`config.mk`:
```
export PLATFORM = sky130hd
export DESIGN_NAME = lfu_cache_lookup_update_flat
export DESIGN_NICKNAME = d
export VERILOG_FILES = /design/src/rtl/core/lfu_pkg.sv /design/src/rtl/core/lfu_ifs.sv /design/src/rtl/core/lfu_cell.sv /design/src/rtl/core/lfu_cache_lookup_update.sv /design/src/flat_wrapper.sv
export VERILOG_INCLUDE_DIRS = /design/src /design/src/rtl/core
export SDC_FILE = /design/constraint.sdc
export NUM_CORES = 2
export LEC_CHECK = 0
export BUFFER_PORTS_ARGS = -buffer_cell sky130_fd_sc_hd__buf_2
export CAP_MARGIN = 20
export CORE_MARGIN = 3
export CORE_UTILIZATION = 40
export CTS_CLUSTER_SIZE = 30
export DETAILED_ROUTE_END_ITERATION = 10
export PLACE_DENSITY_LB_ADDON = 0.1
export RECOVER_POWER = 100
export SYNTH_ARGS = -nofsm -noshare
export SYNTH_HDL_FRONTEND = slang
export SYNTH_SLANG_ARGS = --single-unit
```
`constraint.sdc`:
```
create_clock -name clk_i -period 5.1 [get_ports clk_i]
set_input_delay 0.51 -clock clk_i [delete_from_list [all_inputs] [get_ports clk_i]]
set_output_delay 0.51 -clock clk_i [all_outputs]
set_load 0.02 [all_outputs]
```
`src/rtl/core/lfu_cache_lookup_update_macros.svh`:
```
// Assertion macros shared by the LFU cache RTL.
`ifndef LFU_CACHE_LOOKUP_UPDATE_MACROS_SVH
`define LFU_CACHE_LOOKUP_UPDATE_MACROS_SVH
`ifndef ASSERT_OFF
`define LFU_ASSERT(lbl, clk, rstn, prop) \
  lbl: assert property (@(posedge clk) disable iff (!rstn) (prop)) \
    else $error("lfu assertion failed");
`define LFU_ASSERT_IMP(lbl, clk, rstn, ante, cons) \
  lbl: assert property (@(posedge clk) disable iff (!rstn) (ante) |-> (cons)) \
    else $error("lfu implication failed");
`define LFU_ASSERT_NEXT(lbl, clk, rstn, ante, cons) \
  lbl: assert property (@(posedge clk) disable iff (!rstn) (ante) |=> (cons)) \
    else $error("lfu sequence failed");
`else
`define LFU_ASSERT(lbl, clk, rstn, prop)
`define LFU_ASSERT_IMP(lbl, clk, rstn, ante, cons)
`define LFU_ASSERT_NEXT(lbl, clk, rstn, ante, cons)
`endif
`endif

```
`src/rtl/core/lfu_pkg.sv`:
```
// Package: shared types and constants of the LFU cache.
package lfu_pkg;

  localparam int unsigned KeyW   = 32;
  localparam int unsigned ValW   = 32;
  localparam int unsigned CountW = 16;
  localparam int unsigned CapW   = 5;
  localparam logic [CountW-1:0] CountMax = {CountW{1'b1}};
  localparam logic [CapW-1:0]   CapReset = CapW'(16);

  typedef enum logic [0:0] {
    ACT_GET = 1'b0,
    ACT_PUT = 1'b1
  } lfu_act_e;

  typedef enum logic [0:0] {
    REG_CAPACITY = 1'b0
  } lfu_reg_e;

  typedef enum logic [3:0] {
    S_IDLE  = 4'b0001,
    S_LOOK  = 4'b0010,
    S_SWEEP = 4'b0100,
    S_EVICT = 4'b1000
  } lfu_state_e;

  typedef struct packed {
    logic apply;
    logic age_all;
    logic install;
    logic wr_value;
  } lfu_ctl_t;

  typedef struct packed {
    logic              valid;
    logic [CountW-1:0] count;
  } lfu_cand_t;

endpackage

```
`src/rtl/core/lfu_ifs.sv`:
```
// Interfaces: request and response channels of the LFU cache.
interface lfu_req_if;
  import lfu_pkg::*;
  logic                   valid;
  logic                   ready;
  logic                   action;
  logic signed [KeyW-1:0] key;
  logic signed [ValW-1:0] write_value;
  modport source (output valid, action, key, write_value, input ready);
  modport sink (input valid, action, key, write_value, output ready);
endinterface

interface lfu_rsp_if;
  import lfu_pkg::*;
  logic                   valid;
  logic                   ready;
  logic                   hit;
  logic signed [ValW-1:0] read_value;
  modport source (output valid, hit, read_value, input ready);
  modport sink (input valid, hit, read_value, output ready);
endinterface

```
`src/rtl/core/lfu_cell.sv`:
```
// Cache cell: one entry plus one stage of the victim search chain.
module lfu_cell import lfu_pkg::*; #(
  parameter int unsigned RW  = 4,
  parameter int unsigned IDX = 0
) (
  input  logic            clk_i,
  input  logic            rst_ni,
  input  lfu_ctl_t        ctl_i,
  input  logic            sel_i,
  input  logic [RW-1:0]   ref_rank_i,
  input  logic [KeyW-1:0] key_i,
  input  logic [ValW-1:0] value_i,
  input  lfu_cand_t       cand_i,
  input  logic [RW-1:0]   cand_rank_i,
  input  logic [RW-1:0]   cand_idx_i,
  output lfu_cand_t       cand_o,
  output logic [RW-1:0]   cand_rank_o,
  output logic [RW-1:0]   cand_idx_o,
  output logic            valid_o,
  output logic            match_o,
  output logic [ValW-1:0] value_o,
  output logic [RW-1:0]   rank_o
);

  logic              valid_q, valid_d;
  logic [KeyW-1:0]   key_q;
  logic [ValW-1:0]   value_q;
  logic [CountW-1:0] count_q;
  logic [RW-1:0]     rank_q;
  lfu_cand_t         cand_q, cand_d;
  logic [RW-1:0]     cand_rank_q, cand_rank_d;
  logic [RW-1:0]     cand_idx_q, cand_idx_d;
  logic              take_in;

  assign valid_d = valid_q | (ctl_i.apply & sel_i & ctl_i.install);

  always_ff @(posedge clk_i or negedge rst_ni) begin
    if (!rst_ni) begin
      valid_q <= 1'b0;
    end else begin
      valid_q <= valid_d;
    end
  end

  always_ff @(posedge clk_i) begin
    if (ctl_i.apply) begin
      if (sel_i) begin
        rank_q <= '0;
        if (ctl_i.install) begin
          key_q   <= key_i;
          value_q <= value_i;
          count_q <= CountW'(1);
        end else begin
          if (count_q != CountMax) count_q <= count_q + CountW'(1);
          if (ctl_i.wr_value) value_q <= value_i;
        end
      end else if (valid_q && (ctl_i.age_all || rank_q < ref_rank_i)) begin
        rank_q <= rank_q + RW'(1);
      end
    end
  end

  // smaller count wins, older entry on a tie
  assign take_in = cand_i.valid && (!valid_q || cand_i.count < count_q ||
                   (cand_i.count == count_q && cand_rank_i > rank_q));

  always_comb begin
    if (take_in) begin
      cand_d      = cand_i;
      cand_rank_d = cand_rank_i;
      cand_idx_d  = cand_idx_i;
    end else begin
      cand_d      = '{valid: valid_q, count: count_q};
      cand_rank_d = rank_q;
      cand_idx_d  = RW'(IDX);
    end
  end

  always_ff @(posedge clk_i or negedge rst_ni) begin
    if (!rst_ni) begin
      cand_q      <= '0;
      cand_rank_q <= '0;
      cand_idx_q  <= '0;
    end else begin
      cand_q      <= cand_d;
      cand_rank_q <= cand_rank_d;
      cand_idx_q  <= cand_idx_d;
    end
  end

  assign cand_o      = cand_q;
  assign cand_rank_o = cand_rank_q;
  assign cand_idx_o  = cand_idx_q;
  assign valid_o     = valid_q;
  assign match_o     = valid_q && (key_q == key_i);
  assign value_o     = value_q;
  assign rank_o      = rank_q;

endmodule

```
`src/rtl/core/lfu_cache_lookup_update.sv`:
```
// Top level: LFU cache with LRU tiebreak built as a chain of entry cells.
// Request channel (req): action get/put, key, write_value; valid/ready.
// Response channel (rsp): hit, read_value; exactly one transfer per request.
// Configuration: APB register 0 (byte 0) holds capacity_in_use, reset 16.
// Lookup: a request is looked up in the cycle after its transfer, with
// every cell comparing the key at once; a hit, a miss or an insert into a
// free entry has its response registered at the end of that lookup.
// A put that misses while the cache is at capacity runs the victim search
// down the cell chain in the sweep state, then installs into the victim in
// the evict state, where its response is registered.
// Flow: one request at a time; no new request is taken until the last one's
// response is registered. req.ready is high only while idle and the response
// register is empty or being emptied.
// Reset clears all valid marks, the fill count and the response valid flag.
// While a response is pending and rsp.ready is low, the response holds and no further request is taken.
module lfu_cache_lookup_update import lfu_pkg::*; #(
  parameter int unsigned ENTRIES = 16
) (
  input  logic        clk_i,
  input  logic        rst_ni,
  lfu_req_if.sink     req,
  lfu_rsp_if.source   rsp,
  input  logic        psel,
  input  logic        penable,
  input  logic        pwrite,
  input  logic [2:0]  paddr,
  input  logic [31:0] pwdata,
  output logic [31:0] prdata,
  output logic        pready
);

  `include "lfu_cache_lookup_update_macros.svh"

  localparam int unsigned RW = (ENTRIES > 1) ? $clog2(ENTRIES) : 1;
  localparam int unsigned UW = $clog2(ENTRIES + 1);
  localparam int unsigned XW = (UW > CapW) ? UW : CapW;

  lfu_state_e state_q, state_d;
  logic [CapW-1:0] cap_q, cap_d;
  logic [UW-1:0]   used_q, used_d;
  logic [RW-1:0]   sweep_q, sweep_d;
  logic            act_q;
  logic [KeyW-1:0] key_q;
  logic [ValW-1:0] wval_q;
  logic            rsp_valid_q, rsp_valid_d;
  logic            rsp_hit_q, rsp_hit_d;
  logic [ValW-1:0] rsp_val_q, rsp_val_d;

  lfu_ctl_t        ctl;
  logic [ENTRIES-1:0] sel, hit_vec, valid_vec, free_sel;
  logic [RW-1:0]   ref_rank;
  logic [ValW-1:0] cell_value [ENTRIES];
  logic [RW-1:0]   cell_rank [ENTRIES];
  lfu_cand_t       cand [ENTRIES+1];
  logic [RW-1:0]   cand_rank [ENTRIES+1];
  logic [RW-1:0]   cand_idx [ENTRIES+1];
  logic [ValW-1:0] hit_value;
  logic [RW-1:0]   hit_rank;
  logic            any_hit, cap_zero, full, accept, cfg_wr;
  logic [XW-1:0]   cap_eff;

  assign cand[0]      = '0;
  assign cand_rank[0] = '0;
  assign cand_idx[0]  = '0;

  for (genvar g = 0; g < ENTRIES; g++) begin : g_cell
    lfu_cell #(.RW(RW), .IDX(g)) u_cell (
      .clk_i      (clk_i),
      .rst_ni     (rst_ni),
      .ctl_i      (ctl),
      .sel_i      (sel[g]),
      .ref_rank_i (ref_rank),
      .key_i      (key_q),
      .value_i    (wval_q),
      .cand_i     (cand[g]),
      .cand_rank_i(cand_rank[g]),
      .cand_idx_i (cand_idx[g]),
      .cand_o     (cand[g+1]),
      .cand_rank_o(cand_rank[g+1]),
      .cand_idx_o (cand_idx[g+1]),
      .valid_o    (valid_vec[g]),
      .match_o    (hit_vec[g]),
      .value_o    (cell_value[g]),
      .rank_o     (cell_rank[g])
    );
  end

  // keys are unique among valid cells, so the hit vector is one-hot or empty
  always_comb begin
    hit_value = '0;
    hit_rank  = '0;
    for (int i = 0; i < ENTRIES; i++) begin
      if (hit_vec[i]) begin
        hit_value = hit_value | cell_value[i];
        hit_rank  = hit_rank | cell_rank[i];
      end
    end
  end

  always_comb begin
    free_sel = '0;
    for (int i = ENTRIES - 1; i >= 0; i--) begin
      if (!valid_vec[i]) free_sel = ENTRIES'(1) << i;
    end
  end

  assign any_hit  = |hit_vec;
  assign cap_zero = (cap_q == '0);
  assign cap_eff  = (XW'(cap_q) > XW'(ENTRIES)) ? XW'(ENTRIES) : XW'(cap_q);
  assign full     = (XW'(used_q) >= cap_eff);
  assign accept   = req.valid && req.ready;
  assign cfg_wr   = psel && penable && pwrite && (paddr[2] == REG_CAPACITY);

  assign req.ready = (state_q == S_IDLE) && (!rsp_valid_q || rsp.ready);

  always_comb begin
    state_d     = state_q;
    used_d      = used_q;
    sweep_d     = sweep_q;
    ctl         = '0;
    sel         = '0;
    ref_rank    = hit_rank;
    rsp_valid_d = rsp_valid_q && !rsp.ready;
    rsp_hit_d   = rsp_hit_q;
    rsp_val_d   = rsp_val_q;
    unique case (state_q)
      S_IDLE: begin
        if (accept) state_d = S_LOOK;
      end
      S_LOOK: begin
        state_d     = S_IDLE;
        rsp_valid_d = 1'b1;
        rsp_hit_d   = 1'b0;
        rsp_val_d   = '0;
        if (act_q == ACT_GET) begin
          if (any_hit) begin
            rsp_hit_d    = 1'b1;
            rsp_val_d    = hit_value;
            ctl.apply    = 1'b1;
            sel          = hit_vec;
          end
        end else if (!cap_zero) begin
          if (any_hit) begin
            rsp_hit_d    = 1'b1;
            ctl.apply    = 1'b1;
            ctl.wr_value = 1'b1;
            sel          = hit_vec;
          end else if (!full) begin
            ctl.apply    = 1'b1;
            ctl.age_all  = 1'b1;
            ctl.install  = 1'b1;
            sel          = free_sel;
            used_d       = used_q + UW'(1);
          end else begin
            rsp_valid_d  = 1'b0;
            sweep_d      = '0;
            state_d      = S_SWEEP;
          end
        end
      end
      S_SWEEP: begin
        sweep_d = sweep_q + RW'(1);
        if (sweep_q == RW'(ENTRIES - 1)) state_d = S_EVICT;
      end
      S_EVICT: begin
        // victim slot takes the new entry; newer entries age by one
        state_d     = S_IDLE;
        rsp_valid_d = 1'b1;
        rsp_hit_d   = 1'b0;
        rsp_val_d   = '0;
        ctl.apply   = 1'b1;
        ctl.install = 1'b1;
        ref_rank    = cand_rank[ENTRIES];
        for (int i = 0; i < ENTRIES; i++) begin
          sel[i] = (cand_idx[ENTRIES] == RW'(i));
        end
      end
      default: state_d = S_IDLE;
    endcase
  end

  assign cap_d = cfg_wr ? pwdata[CapW-1:0] : cap_q;

  always_ff @(posedge clk_i or negedge rst_ni) begin
    if (!rst_ni) begin
      state_q     <= S_IDLE;
      cap_q       <= CapReset;
      used_q      <= '0;
      sweep_q     <= '0;
      rsp_valid_q <= 1'b0;
    end else begin
      state_q     <= state_d;
      cap_q       <= cap_d;
      used_q      <= used_d;
      sweep_q     <= sweep_d;
      rsp_valid_q <= rsp_valid_d;
    end
  end

  always_ff @(posedge clk_i) begin
    if (accept) begin
      act_q  <= req.action;
      key_q  <= req.key;
      wval_q <= req.write_value;
    end
    rsp_hit_q <= rsp_hit_d;
    rsp_val_q <= rsp_val_d;
  end

  assign rsp.valid      = rsp_valid_q;
  assign rsp.hit        = rsp_hit_q;
  assign rsp.read_value = rsp_val_q;

  assign pready = 1'b1;
  assign prdata = (paddr[2] == REG_CAPACITY) ? 32'(cap_q) : 32'd0;

  `LFU_ASSERT(a_hit_onehot, clk_i, rst_ni, $onehot0(hit_vec))
  `LFU_ASSERT(a_used_bound, clk_i, rst_ni, used_q <= UW'(ENTRIES))
  `LFU_ASSERT_NEXT(a_accept_look, clk_i, rst_ni, accept, state_q == S_LOOK)
  `LFU_ASSERT_IMP(a_rsp_source, clk_i, rst_ni, $rose(rsp_valid_q),
                  $past(state_q == S_LOOK) || $past(state_q == S_EVICT))

endmodule

```
`src/flat_wrapper.sv`:
```
// flat-port wrapper written by rule: the top's interface ports become plain ports
module lfu_cache_lookup_update_flat import lfu_pkg::*;
#(
  parameter int unsigned ENTRIES = 16
)
  (clk_i, rst_ni, psel, penable, pwrite, paddr, pwdata, prdata, pready, req_valid, req_action, req_key, req_write_value, req_ready, rsp_valid, rsp_hit, rsp_read_value, rsp_ready);
  lfu_req_if req_i ();
  lfu_rsp_if rsp_i ();
  input  logic clk_i;
  input  logic rst_ni;
  input  logic psel;
  input  logic penable;
  input  logic pwrite;
  input  logic [2:0] paddr;
  input  logic [31:0] pwdata;
  output logic [31:0] prdata;
  output logic pready;
  input wire logic [$bits(req_i.valid)-1:0] req_valid;
  input wire logic [$bits(req_i.action)-1:0] req_action;
  input wire logic [$bits(req_i.key)-1:0] req_key;
  input wire logic [$bits(req_i.write_value)-1:0] req_write_value;
  output wire logic [$bits(req_i.ready)-1:0] req_ready;
  output wire logic [$bits(rsp_i.valid)-1:0] rsp_valid;
  output wire logic [$bits(rsp_i.hit)-1:0] rsp_hit;
  output wire logic [$bits(rsp_i.read_value)-1:0] rsp_read_value;
  input wire logic [$bits(rsp_i.ready)-1:0] rsp_ready;
  assign req_i.valid = req_valid;
  assign req_i.action = req_action;
  assign req_i.key = req_key;
  assign req_i.write_value = req_write_value;
  assign req_ready = req_i.ready;
  assign rsp_valid = rsp_i.valid;
  assign rsp_hit = rsp_i.hit;
  assign rsp_read_value = rsp_i.read_value;
  assign rsp_i.ready = rsp_ready;
  lfu_cache_lookup_update #(.ENTRIES(ENTRIES)) u_core (.clk_i(clk_i), .rst_ni(rst_ni), .req(req_i), .rsp(rsp_i), .psel(psel), .penable(penable), .pwrite(pwrite), .paddr(paddr), .pwdata(pwdata), .prdata(prdata), .pready(pready));
endmodule
```
=== After elaboration in Yosys (flattened, before gate mapping) ===
Index checks and enable logic that the tools add are counted.
Widths: inputs -> output; s select.

* Register bits after elaboration: 1856
* Bits of input ports: 107
* Output and inout port bits: 68

* Add/sub/neg operators: 34
* Magnitude comparators: 48
* Equality and inequality tests: 73
* Multiplexer cells: 169
* Bitwise logic cells: 82
* Reductions and logical operators: 237

{| class="wikitable"
|+ Operator list
! cell !! number
|-
| $mux 32 || 20
|-
| $mux 16 || 37
|-
| $eq 32x32->1 || 16
|-
| $or 32x32->32 || 15
|-
| $mux 4 || 72
|-
| $add 16x1->16 const B || 16
|-
| $ne 16x16->1 const B || 16
|-
| $eq 16x16->1 || 15
|-
| $lt 16x16->1 || 15
|-
| $mux 17 || 14
|-
| $reduce_and 3->1 || 48
|-
| $reduce_bool 2->1 || 35
|-
| $add 4x1->4 const B || 17
|-
| $logic_and 1x1->1 || 68
|-
| $lt 4x4->1 || 16
|-
| $pmux 32 s2 || 1
|-
| $gt 4x4->1 || 15
|-
| $or 4x4->4 || 15
|-
| $logic_or 1x1->1 || 47
|-
| $eq 4x4->1 const B || 10
|-
| $reduce_and 2->1 || 17
|-
| $and 1x1->1 || 32
|-
| $pmux 16 s2 || 1
|-
| $eq 4x3->1 const B || 5
|-
| other kinds (21) || 80
|}

=== Depth between registers and ports, before layout ===
* Depth after elaboration: 39
* Mapped depth: 19

=== Hierarchy ===
From an unflattened synthesis, not the netlist that was laid out.

* Cells, all modules: 6077
* Area, all modules: 85620.9 um^2

{| class="wikitable"
|+ By module, submodules not included
! module !! times used !! cells an instance !! area each (um^2) !! seq. area each (um^2)
|-
| lfu_cell at u_core.g_cell[0].u_cell ... || 10 || 334 || 4868.4 || 3173.0
|-
| lfu_cell at u_core.g_cell[4].u_cell ... || 2 || 331 || 4842.1 || 3173.0
|-
| lfu_cell at u_core.g_cell[5].u_cell ... || 2 || 331 || 4798.4 || 3173.0
|-
| lfu_cache_lookup_update || 1 || 751 || 8007.7 || 3420.8
|-
| lfu_cell at u_core.g_cell[7].u_cell || 1 || 331 || 4838.4 || 3173.0
|-
| lfu_cell at u_core.g_cell[9].u_cell || 1 || 331 || 4809.6 || 3173.0
|}

=== Worst setup path before layout ===
Ideal clock, no wire load.

* Kind: register to register
* Start point: register u_core.cap_q[4]
* End point: register u_core.g_cell[14].u_cell.key_q[0] (enable)
* Arrival time: 4.534 ns
* Data required time: 4.668 ns
* Slack: 0.134 ns
* Cell stages (with the launch flop): 11
* Period minus slack after synthesis: 4.966 ns
* Cell sequence: dfstp_2 -> nor2b_1 -> ha_1 -> nand2b_1 -> a21o_1 -> a21o_1 -> a21o_1 -> a211o_1 -> or4_1 -> or3_1 -> a21oi_1

* Longest elaborated chain between the ends: 9
* Elaborated cells between the ends (all ways): 18

{| class="wikitable"
|+ RTL lines
! item !! RTL line !! text
|-
| from (decl) || lfu_cache_lookup_update.sv:39 || <nowiki>logic [CapW-1:0] cap_q, cap_d;</nowiki>
|-
| from (signal assigned) || lfu_cache_lookup_update.sv:187 || <nowiki>cap_q <= CapReset;</nowiki>
|-
| from (signal assigned) || lfu_cache_lookup_update.sv:193 || <nowiki>cap_q <= cap_d;</nowiki>
|-
| $gt 5x5->1 || lfu_cache_lookup_update.sv:109 || <nowiki>assign cap_eff = (XW'(cap_q) > XW'(ENTRIES)) ? XW'(ENTRIES) : XW'(cap_q);</nowiki>
|-
| $mux 5 || lfu_cache_lookup_update.sv:109 ||
|-
| $ge 5x5->1 || lfu_cache_lookup_update.sv:110 || <nowiki>assign full = (XW'(used_q) >= cap_eff);</nowiki>
|-
| $mux 3 / $mux 16 (equally long branches) || lfu_cache_lookup_update.sv:148 || <nowiki>end else if (!full) begin</nowiki>
|-
| $mux 2, or another cell as far along || lfu_cache_lookup_update.sv:143 || <nowiki>if (any_hit) begin</nowiki>
|-
| $mux 4 / $mux 16 (equally long branches) || lfu_cache_lookup_update.sv:142 || <nowiki>end else if (!cap_zero) begin</nowiki>
|-
| $mux 3, or another cell as far along || lfu_cache_lookup_update.sv:135 || <nowiki>if (act_q == ACT_GET) begin</nowiki>
|-
| $pmux 1 s2 / $pmux 16 s2 (equally long branches) || lfu_cache_lookup_update.sv:126 || <nowiki>unique case (state_q)</nowiki>
|-
| $reduce_and 3->1 (no source line) (*) || - ||
|-
| to (signal assigned) || lfu_cell.sv:50 || <nowiki>key_q <= key_i;</nowiki>
|-
| to (decl) || lfu_cell.sv:26 || <nowiki>logic [KeyW-1:0] key_q;</nowiki>
|}

Every way passes the cells marked *; elsewhere a longest branch is shown, timed or not.
A chain may end at the register's enable or synchronous reset.

=== Worst setup path in the final report ===
* Start point: register u_core.key_q[14]
* End point: register u_core.g_cell[6].u_cell.value_q[29] (enable)

* Longest elaborated chain between the ends: 9
* Elaborated cells between the ends (all ways): 49

{| class="wikitable"
|+ RTL lines
! item !! RTL line !! text
|-
| from (decl) || lfu_cache_lookup_update.sv:43 || <nowiki>logic [KeyW-1:0] key_q;</nowiki>
|-
| from (signal assigned) || lfu_cache_lookup_update.sv:203 || <nowiki>key_q <= req.key;</nowiki>
|-
| $eq 32x32->1 || lfu_cell.sv:95 || <nowiki>assign match_o = valid_q && (key_q == key_i);</nowiki>
|-
| $logic_and 1x1->1 || lfu_cell.sv:95 ||
|-
| $reduce_or 16->1 || lfu_cache_lookup_update.sv:107 || <nowiki>assign any_hit = |hit_vec;</nowiki>
|-
| $mux 2 / $mux 1 (equally long branches) || lfu_cache_lookup_update.sv:143, lfu_cache_lookup_update.sv:136 ||
|-
| $mux 4 || lfu_cache_lookup_update.sv:142 ||
|-
| $mux 3 || lfu_cache_lookup_update.sv:135 ||
|-
| $pmux 1 s2 / $mux 1 (equally long branches) || lfu_cache_lookup_update.sv:126 ||
|-
| $reduce_bool 2->1 (no source line) || - ||
|-
| $reduce_and 3->1 (no source line) (*) || - ||
|-
| to (signal assigned) || lfu_cell.sv:51 || <nowiki>value_q <= value_i;</nowiki>
|-
| to (signal assigned) || lfu_cell.sv:55 || <nowiki>if (ctl_i.wr_value) value_q <= value_i;</nowiki>
|-
| to (decl) || lfu_cell.sv:27 || <nowiki>logic [ValW-1:0] value_q;</nowiki>
|}

Marks and branches as above.

==> results.md <==
* Dominant cell type by area after synthesis: edfxtp_1
* Final Max Tran Viols at around 700
* Clock Tree Root: clkbuf_16
* HP Class: in2reg
* Die Height at ~480 um
* Clock buffer depth at 3
* GRT Util Overall at between 20% and 30%
* Placeable Area at ~0.22 sq mm
* # setup viols final at 0
* Number of vias per cell at roughly 5.7
* Avg WL per Cell at 26.0 um
* Max stage delay cell, worst path: edfxtp_1
* Worst R2R Setup Slack at roughly 140 ps
* DRT Wirelength at between 200000 and 300000 um
* Slew headroom at -82.4%
* Minimum clock period after layout at 4960 ps
* CTS H-tree lvls at 4
* Clock Skew at 78.0 ps
* Initial antenna violation count at 9
* Post-CTS setup buffer count at 0
* Synth Flop Type: edfxtp_1
* Post-synth EDFFs at 1442
* P_leak at 0.0351 uW
* Clock slew at reported path FFs at around 60 ps
* Most frequent cells in the layout: 1442 x edfxtp_1, 692 x xnor2_1, 514 x nor2_1
* Crit. End Element: flip-flop
* Placed Cells incl. Taps at approximately 10000
* Fill cell count at around 20000
* Post-synth ARST share at a little over a fifth
* Worst Tran Pin Value at between 2000 and 3000 ps
* Largest stage delay, worst path at 860 ps
* Largest net degree at the start of global routing at ~120
* RSZ-0062 raised after global routing: false
* CTS buffer count at roughly 200
* Syn Inst Count at a little over 7000
* GR Overflow Total at 0
* Hpwl dp at about 180000 um
* First-pass GRT wire length at about 400000 um
* Iteration-0 DRC Markers at roughly 5500
* Vias in the first global route at 59700
* Skew-Pair Late Insertion Delay at 880 ps
* Critical path type: reg2reg
* Most common cell after layout, fill and taps aside: edfxtp_1
* Worst-path cell chain: buf_4 -> xor2_1 -> or4b_1 -> nor4_1 -> nand3_1 -> nand4_1 -> or4_1 -> buf_12 -> nor2_1 -> a221oi_2 -> clkbuf_1 -> nor2_4 -> buf_4
* Synth unique cells at 83
* Layout Cells excl Fill at approximately 11000
* Worst Path Max Fanout at 11
* WP data arrival at 5520 ps
* Min-delay src: pwrite
* Max-cap violations at 11
* YS warnings at 0
* Critical path launch point type: flip-flop
* Buf/Inv on CP at 4
* Via count at roughly 60000
* CTS tree: done
* Post-layout net count at between 7000 and 8000
* Initial core utilization at 40.5%
* Worst R2R Path Depth at 13
* Final Cycle Share at roughly 97%
* PortBufs at about 120
* Initial DRT Pass Iterations at 6
* Failing checks: max-capacitance violations, max-slew violations
* Most Frequent Cell on Critical Path: buf_4
* Worst path required time at 5660 ps
* Residual DRC at 0
* FP Rows at about 170
* CP top delay family: simple AND/OR/NAND/NOR gates
* Post-cts repair resize count at 0
* R2r startpoint: u_core.key_q[14]
* Status: complete, but fails checks
* Count of state elements after synthesis at about 1800
* Final hold vios at 0
* Worst R2R End: u_core.g_cell[6].u_cell.value_o[29]
* CTS Sinks at between 1500 and 2000
* Die ar. at ~0.23 sq mm
* Final Wtd Congestion at 0.884
* Post-synth top area share at about 48%
* Worst Hold Path EP: u_core.cap_q[0]
* Area Overhead vs Synth at 13.6%
* Peak VDD IR at 0.406 mV
* Die X at roughly 480 um
* P per Cell Area at 362 mW/mm^2
* Seq/Total Area, Yosys at 59.7%
* Max Clock Freq at 202 MHz
* Mean Syn Cell Area at 12.6 sq um
* Ranking of synthesized cells by area: edfxtp_1 48%, dfrtp_1 11%, xnor2_1 6.8%
* Num ports at 175
* Total Neg Setup Slack at 0 ps
* Share of cells above drive strength 1 at 10.1%
* Mapped Area at 0.0895 sq mm
* Antenna Nets Post-Route at 0
* Hold path cells at 3
## registers in the layout (all words and copies together) (netlist names), 5 cells and up
signal / count
u_core.g_cell.u_cell.value_o: 512
u_core.used_q: 5
u_core.g_cell.u_cell.rank_o: 64
u_core.key_q: 32
u_core.g_cell.u_cell.valid_o: 16
u_core.g_cell.u_cell.cand_idx_o: 49
u_core.g_cell.u_cell.cand_rank_o: 64
u_core.g_cell.u_cell.cand_o: 255
u_core.wval_q: 32
u_core.g_cell.u_cell.key_q: 512
u_core.g_cell.u_cell.count_q: 256
u_core.rsp.read_value: 32
u_core.cap_q: 5
## how the worst max path moves through the flow
stage / slack [ps] / cells past startpoint / endpoint / startpoint
detailed placement: 270 / 12 / u_core.g_cell[8].u_cell.value_o[7] / u_core.key_q[14]
finish: 140 / 13 / u_core.g_cell[6].u_cell.value_o[29] / u_core.key_q[14]
floorplan: 130 / 10 / u_core.g_cell[14].u_cell.key_q[0] / u_core.cap_q[4]
global placement: 260 / 12 / u_core.g_cell[8].u_cell.value_o[7] / u_core.key_q[14]
global route: 9 / 15 / u_core.g_cell[15].u_cell.value_o[9] / u_core.key_q[14]
CTS: 200 / 13 / u_core.g_cell[8].u_cell.count_q[3] / u_core.key_q[14]
## synthesized netlist by cell type (all sizes together), types with 39 or more instances
master,count
edfxtp,1442
xnor2,692
nor2,532
dfrtp,401
ha,387
nand4,383
inv,341
nand3,286
clkbuf,251
nand2,247
nor3,188
buf,141
mux2,124
o2111ai,122
a221oi,108
and3,106
a22o,104
a21oi,101
a311oi,100
o21ai,93
o211ai,89
nand2b,80
nor2b,78
xor2,77
a22oi,72
a31oi,60
a21o,58
nor4,58
o21a,44
and2,39
## metrics by stage
step                      hold WS [ps]  instance area, sq um  worst slack [ps]  power, uW  utilization [%]
after detailed placement           415                 95400               269      22800             43.2
final                              182                102000               140      36800             46.0
after CTS                          102                103000               199      37300             46.5
after floorplan                    214                 89500               134      20800                -
after global placement             410                 95400               260      22700             43.2
after global routing               160                102000              8.96      38200             46.0
## cell families (layout without fill, tap and decap cells)
kind of cell | count (synthesis) | count (layout) | synth area share [%]
simple gates | 2140 | 2140 | 12.6
flops | 1845 | 1845 | 59.7
compound gates | 1081 | 1081 | 9.47
xor+xnor | 769 | 769 | 7.53
buf+inv | 739 | 1219 | 3.73
fa+ha+maj | 387 | 387 | 5.41
mux | 127 | 127 | 1.59
other cells | 2 | 35 | 0.00840
## routing by layer
metal / vias up / global-route usage [%] / share of wire (%)
met5: - / 0 / 0.0087
li1: 27400 / - / -
met2: 1837 / 39.0 / 48
met1: 30500 / 31.7 / 44
met3: 455 / 3.50 / 5.3
met4: 4 / 7.34 / 3.5
## power by group
group	internal, uW	switching [uW]	total [uW]
Sequential	17200	664	17900
Clock	8070	6310	14400
Combinational	1590	2980	4570
## area by class of cell
class	instances	area, sq um	share of cell area (%)
Timing Repair Buffer	499	3840	3.78
Tap cell	2958	3700	3.64
Multi-Input combinational cell	4532	32800	32.3
Inverter	347	1300	1.28
Sequential cell	1845	53400	52.5
Clock buffer	257	5450	5.36
Clock inverter	116	1110	1.09
Antenna cell	7	17.5	0.0172
## tightest hold or removal path, cell delays in order
cell and delay [ps]:
buf_2 90, nand4b_1 220, mux2_2 190
## what timing repair did
action / in CTS / in global routing
hold buffers: 73 / 0
endpoints found under the setup margin: 0 / 0
hold endpoints to repair: 167 / 0
Power figures use the tool's default switching activity.
